--- src/hw/rtl/tun_pkg.sv ---
package tun_pkg;

  // default coordinate and result widths
  localparam int COORD_BITS  = 24;
  localparam int NORMAL_BITS = 16;

  // register stages of the front end and of the squaring, ahead of the bit-by-bit magnitude search
  localparam int FRONT_STAGES  = 3;
  localparam int SQUARE_STAGES = 3;

  // command codes
  localparam logic CMD_TRIANGLE  = 1'b0;
  localparam logic CMD_NORMALIZE = 1'b1;

endpackage

--- src/hw/rtl/tun_step.sv ---
module tun_step #(
  parameter int Bit     = 0,
  parameter int QBits   = tun_pkg::NORMAL_BITS,
  parameter int LenBits = 100,
  parameter int RemBits = 128,
  parameter int AccBits = 116
) (
  input  logic               clk_i,
  input  logic               en_i,
  input  logic [2:0]         sign_i,
  input  logic               degen_i,
  input  logic [LenBits-1:0] len_i,
  input  logic [RemBits-1:0] r_i [3],
  input  logic [AccBits-1:0] s_i [3],
  input  logic [QBits-1:0]   q_i [3],
  output logic [2:0]         sign_o,
  output logic               degen_o,
  output logic [LenBits-1:0] len_o,
  output logic [RemBits-1:0] r_o [3],
  output logic [AccBits-1:0] s_o [3],
  output logic [QBits-1:0]   q_o [3]
);

  localparam int DW = LenBits + 2 * QBits;

  logic [DW-1:0]      dec_d [3];
  logic               fit_d [3];
  logic [RemBits-1:0] r_d [3];
  logic [AccBits-1:0] s_d [3];
  logic [QBits-1:0]   q_d [3];

  // try this result bit: ((q + 2^b)^2 - q^2) * len against the remainder
  always_comb begin
    for (int c = 0; c < 3; c++) begin
      dec_d[c] = (DW'(s_i[c]) << (Bit + 1)) + (DW'(len_i) << (2 * Bit));
      fit_d[c] = dec_d[c] <= DW'(r_i[c]);
      r_d[c]   = fit_d[c] ? r_i[c] - dec_d[c][RemBits-1:0] : r_i[c];
      s_d[c]   = fit_d[c] ? s_i[c] + (AccBits'(len_i) << Bit) : s_i[c];
      q_d[c]   = fit_d[c] ? q_i[c] | (QBits'(1) << Bit) : q_i[c];
    end
  end

  always_ff @(posedge clk_i) begin
    if (en_i) begin
      sign_o  <= sign_i;
      degen_o <= degen_i;
      len_o   <= len_i;
      r_o     <= r_d;
      s_o     <= s_d;
      q_o     <= q_d;
    end
  end

endmodule
--- config.mk ---
export PLATFORM = sky130hd
export DESIGN_NAME = tun_step
export DESIGN_NICKNAME = d
export VERILOG_FILES = /design/src/hw/rtl/tun_pkg.sv /design/src/hw/rtl/tun_step.sv
export SDC_FILE = /design/constraint.sdc
export NUM_CORES = 2
export LEC_CHECK = 0
export ABC_CLOCK_PERIOD_IN_PS = 9730
export BUFFER_PORTS_ARGS = -buffer_cell sky130_fd_sc_hd__buf_4
export CAP_MARGIN = 20
export CELL_PAD_IN_SITES_DETAIL_PLACEMENT = 0
export CELL_PAD_IN_SITES_GLOBAL_PLACEMENT = 1
export CORE_AREA = 2 2 693 695
export CTS_CLUSTER_SIZE = 28
export DETAILED_ROUTE_END_ITERATION = 8
export DIE_AREA = 0 0 695 697
export HOLD_SLACK_MARGIN = 0.02
export PLACE_DENSITY_LB_ADDON = 0.1
export SLEW_MARGIN = 20
export SYNTH_ARGS = -nofsm -noshare
export SYNTH_HDL_FRONTEND = slang
export SYNTH_SLANG_ARGS = --single-unit
--- constraint.sdc ---
create_clock -name clk_i -period 9.73 [get_ports clk_i]
set_clock_uncertainty 0.1 [all_clocks]
set_input_delay 1.946 -clock clk_i [delete_from_list [all_inputs] [get_ports clk_i]]
set_output_delay 1.946 -clock clk_i [all_outputs]
set_load 0.01 [all_outputs]
After elaboration in Yosys (flattened, before gate mapping)
Index checks and enable logic that the tools add are counted.
Cells by class
  $add $sub $neg: 9
  multiply operators: 0
  divide/modulo/power cells: 0
  order comparisons: 3
  equality and inequality tests: 0
  shift operators: 0
  multiplexer cells: 6
  bitwise operators: 0
  reduce and logical (&&, ||, !) cells: 0
Operators with widths (count)
  118-bit by 128-bit less-or-equal comparator with 1-bit output: 3
  128-bit two-way mux: 3
  128-bit by 118-bit subtractor with 128-bit output: 3
  117-bit by 100-bit adder with 118-bit output: 3
  116-bit by 100-bit adder with 116-bit output: 3
  116-bit two-way mux: 3
Word-level totals
  register bits: 884
  latch bits: 0
  bits in writable memories: 0
  memory bits (read-only): 0
  input bits: 886
  output and inout port bits: 884
  word-level logic and storage cells: 33
  memories kept: 0

Depth between registers and ports, before layout
  word-level depth: 3
  depth in mapped cells: 32
  depth with buffers taken out: 30

Worst setup path after synthesis
No wires, ideal clock.
  kind: input-to-reg
  from: in len_i[68]
  to: reg s_o[206] (netlist bit) (data pin)
  library setup time: 260 ps
  arrival time: 7833 ps
  required time: 9370 ps
  slack: 1537 ps
  cell stages on the path: 29
  buffers on the path: 5
  cell sequence: ha_1 > buf_2 > nand2_1 > o21ai_0 > a21oi_1 > a211o_1 > a31oi_1 > o2111a_1 > o2111ai_1 > nand2_1 > a31oi_1 > a211o_1 > o31ai_4 > nand3_1 > xor2_1 > ha_1 > clkbuf_1 > nand2_1 > nor4_1 > nand4_1 > nor3_1 > nand2_1 > nand3_1 > a31oi_1 > o21ai_0 > buf_2 > clkbuf_1 > clkbuf_1 > mux2_2
RTL lines
  from (decl): line tun_step.sv:12  | input logic [LenBits-1:0] len_i,
  to (signal assigned): line tun_step.sv:49  | s_o <= s_d;
  to (decl): line tun_step.sv:20  | output logic [AccBits-1:0] s_o [3],

==> results.toml <==
[worst_setup_path]
critical_path_top_delay_cell = "or4_1"
crit_fanout = 26
critPathRequiredTime_ns = 10.33
timing.critical_path.from_type = "input port"
path_class = "input port to flip-flop"
arrival_worst_endpoint_ns = 9.96
endpoint_kind = "flip-flop"
slowest_delay_ns = 0.67
critical-path-top-cell-by-count = "buf_4"

[synth]
synth-adder-area-share = 0.1273
synth.mux.area_fraction = 0.01073
synth_warnings = 0
synth_top_area_frac = 0.2797
synth.area.top_cells = "edfxtp_1, ha_1, a21oi_1"
synth_sequential_area_ratio = 0.2797
largest_family_of_logic_cells_by_synthesized_area = "compound AO/OA/AOI/OAI gates"
synth.net_count = 13490
most_numerous_cell_in_the_yosys_netlist = "a21oi_1"
complex_gate_fraction_of_the_synthesized_area = 0.2736
synth-xor-area-share = 0.09670
synth.top_cells.by_count = "a21oi_1, nor2_1, nand2_1"
netlist_area_sq_um = 94920
synth-edff-count = 884
ys_types = 116
synthArstFlopShare = 0
syn_area_per_cell_sq_um = 8.152
ys_seq_elements = 884
netlist.top_cell.by_area = "edfxtp_1"
synth_top_flop_cell = "edfxtp_1"
synthSimpleGateAreaFrac = 0.1741
syn-instance-count = 11640

[sta]
rsz_0062_raised_after_global_routing = "false"
setup_viol_count_final = 0
final_number_of_hold_violating_endpoints = 0
drv_slew = 0
timing.slew.headroom = 0.3117
setup_total_negative_slack_ns = 0
final.period_utilization = 0.9610
tightestPinTransition_ns = 1.029
fin_crit_ns = 9.351
fmax_mhz = 106.9
timing.hold.ws_ns = 1.150

[floorplanning]
design.portCount = 1770
row_count = 254
die_w_um = 695
start_util = 0.1990
dieHeight_um = 697
dieArea_sq_um = 484400
placeableCoreArea_sq_um = 477000

[global_route]
grt_pass1_wl_um = 837700
grt_antenna_before_repair = 216
grt_overflow = 0
grt.busiest_layer = "met2"
grt_max_degree = 123
use_met3 = 0.04504
via_count_of_the_first_global_routing_pass = 101600
grt_util_met1 = 0.3127
global_route.usage.met2 = 0.4120
grt.total_usage = 0.2459

[placed_design]
port-buffer-count = 1769
routabilityCongestion = 0.9208
dp.final_hpwl_um = 541100
numPlacedInstances = 19880

[clocking]
ctsHtreeMaxLevel = 4
clk_pin_slew_ns = 0.05
post_cts_resized = 0
ctsLongestPathBuffers = 4
hold_buffers = 0
postCtsSetupBuffers = 0
cts-root-buf = "clkbuf_16"
cts_made_buffers = 143
cts_sinks = 884
clock_tree_from_tritoncts = "built"

[power_and_ir_drop]
fin_total_pwr_mw = 23.12
p_switching_mw = 9.977
intPower_mw = 13.14
switching_share = 0.4315
pwr-share-comb = 0.514
power.density_cell_area_nw_per_um2 = 186.2
peakVddDrop_uv = 115.3
clock_power_share = 0.232
seq_power_share = 0.254
p_leak_nw = 52.19

[detailed_routing]
detail_route.first_pass.iterations = 6
viasPerCell = 4.985
initialDrtViolationCount = 7361
number_of_routed_nets_with_antenna_violations = 0
routed_wl_um = 624400
vias = 100700
wl_per_cell_um = 30.92
route.detailed.drc = 0

[final_layout]
layoutNonFillerInstCount = 20200
layout-drive-gt1-share = 0.2125
area_delta_synth_final_pct = 30.84
layout.nets = 15470

[outcome]
run_status = "complete, no violations"

[min_path]
min_delay_worst_type = "input port to flip-flop"

[run]
maxCapViolCount = 0
[power groups by stage]
stage / clock network, mW / registers [mW] / logic, mW
3_3_place_gp: 0 / 5.99 / 12.0
3_5_place_dp: 0 / 5.96 / 11.9
4_1_cts: 5.59 / 5.91 / 11.9
5_1_grt: 5.67 / 5.94 / 12.8
2_1_floorplan: 0 / 6.07 / 5.82
6_report: 5.37 / 5.88 / 11.9
[logic make-up after synthesis]
| family | Yosys count |
|---|---|
| AO/OA/AOI/OAI | 4210 |
| buffers and inverters | 928 |
| multiplexers | 91 |
| flip-flops | 884 |
| AND/OR/NAND/NOR | 3522 |
| adder cells (fa/ha/maj) | 960 |
| XOR/XNOR | 1048 |
[state kept, by name, summed over array words and instances (netlist names)]
signal,count
q_o,48
degen_o,1
len_o,100
s_o,348
r_o,384
sign_o,3
[metrics by stage]
stage / util / worst slack, ns / instance area (sq um)
2_1_floorplan: - / 1.537 / 94920
3_3_place_gp: 0.2504 / -0.7290 / 119400
3_5_place_dp: 0.2504 / -0.6230 / 119400
4_1_cts: 0.2600 / 0.2901 / 124000
5_1_grt: 0.2602 / 0.07470 / 124100
6_report: 0.2603 / 0.3792 / 124200
[layer usage]
metal | share of wire | up-vias
met1 | 0.43 | 49330
met3 | 0.057 | 722
met5 | 0.0010 | -
li1 | - | 47400
met4 | 0.042 | 96
met2 | 0.47 | 3127
[cell usage in the layout, fill, tap and decap left out, types with 69 or more instances in the layout]
cell type | Yosys | final
nand2_1 | 964 | 964
nor2b_1 | 84 | 84
xor2_1 | 452 | 452
mux2_2 | 86 | 86
o21bai_1 | 254 | 254
nand4_1 | 420 | 420
a21oi_1 | 1808 | 1808
edfxtp_1 | 884 | 884
nand3_1 | 185 | 185
buf_4 | 0 | 2429
o21ai_0 | 670 | 666
and3_1 | 77 | 77
a211oi_1 | 73 | 73
o21a_1 | 104 | 104
a31oi_1 | 98 | 98
nand2b_1 | 97 | 97
nor4_1 | 69 | 69
clkbuf_16 | 0 | 146
ha_1 | 951 | 951
xnor2_1 | 596 | 596
nor2_1 | 1177 | 1177
a21o_1 | 614 | 614
inv_1 | 302 | 302
nor3_1 | 179 | 179
[critical path: cells and delay by family]
kind	cells	cell delay [ns]
AO/OA/AOI/OAI	12	3.61
adder cells (fa/ha/maj)	2	0.84
buffers and inverters	6	1.41
AND/OR/NAND/NOR	9	2.01
[layout make-up]
type,count,area [sq um]
Multi-Input combinational cell,9831,64810
Clock inverter,74,827.0
Tap cell,6400,8008
Antenna cell,66,165.2
Timing Repair Buffer,2465,18950
Inverter,302,1134
Clock buffer,173,3755
Sequential cell,884,26550
Fill cell,52070,352800
[final timing paths]
path,start,to,slack (ns),depth (start not counted)
worst max-delay path,len_i[26],s_o[252]$_DFFE_PP_,0.38,29
worst min-delay path,sign_i[0],sign_o[0]$_DFFE_PP_,1.15,1
Note: power is estimated with default switching activity, not from simulation.
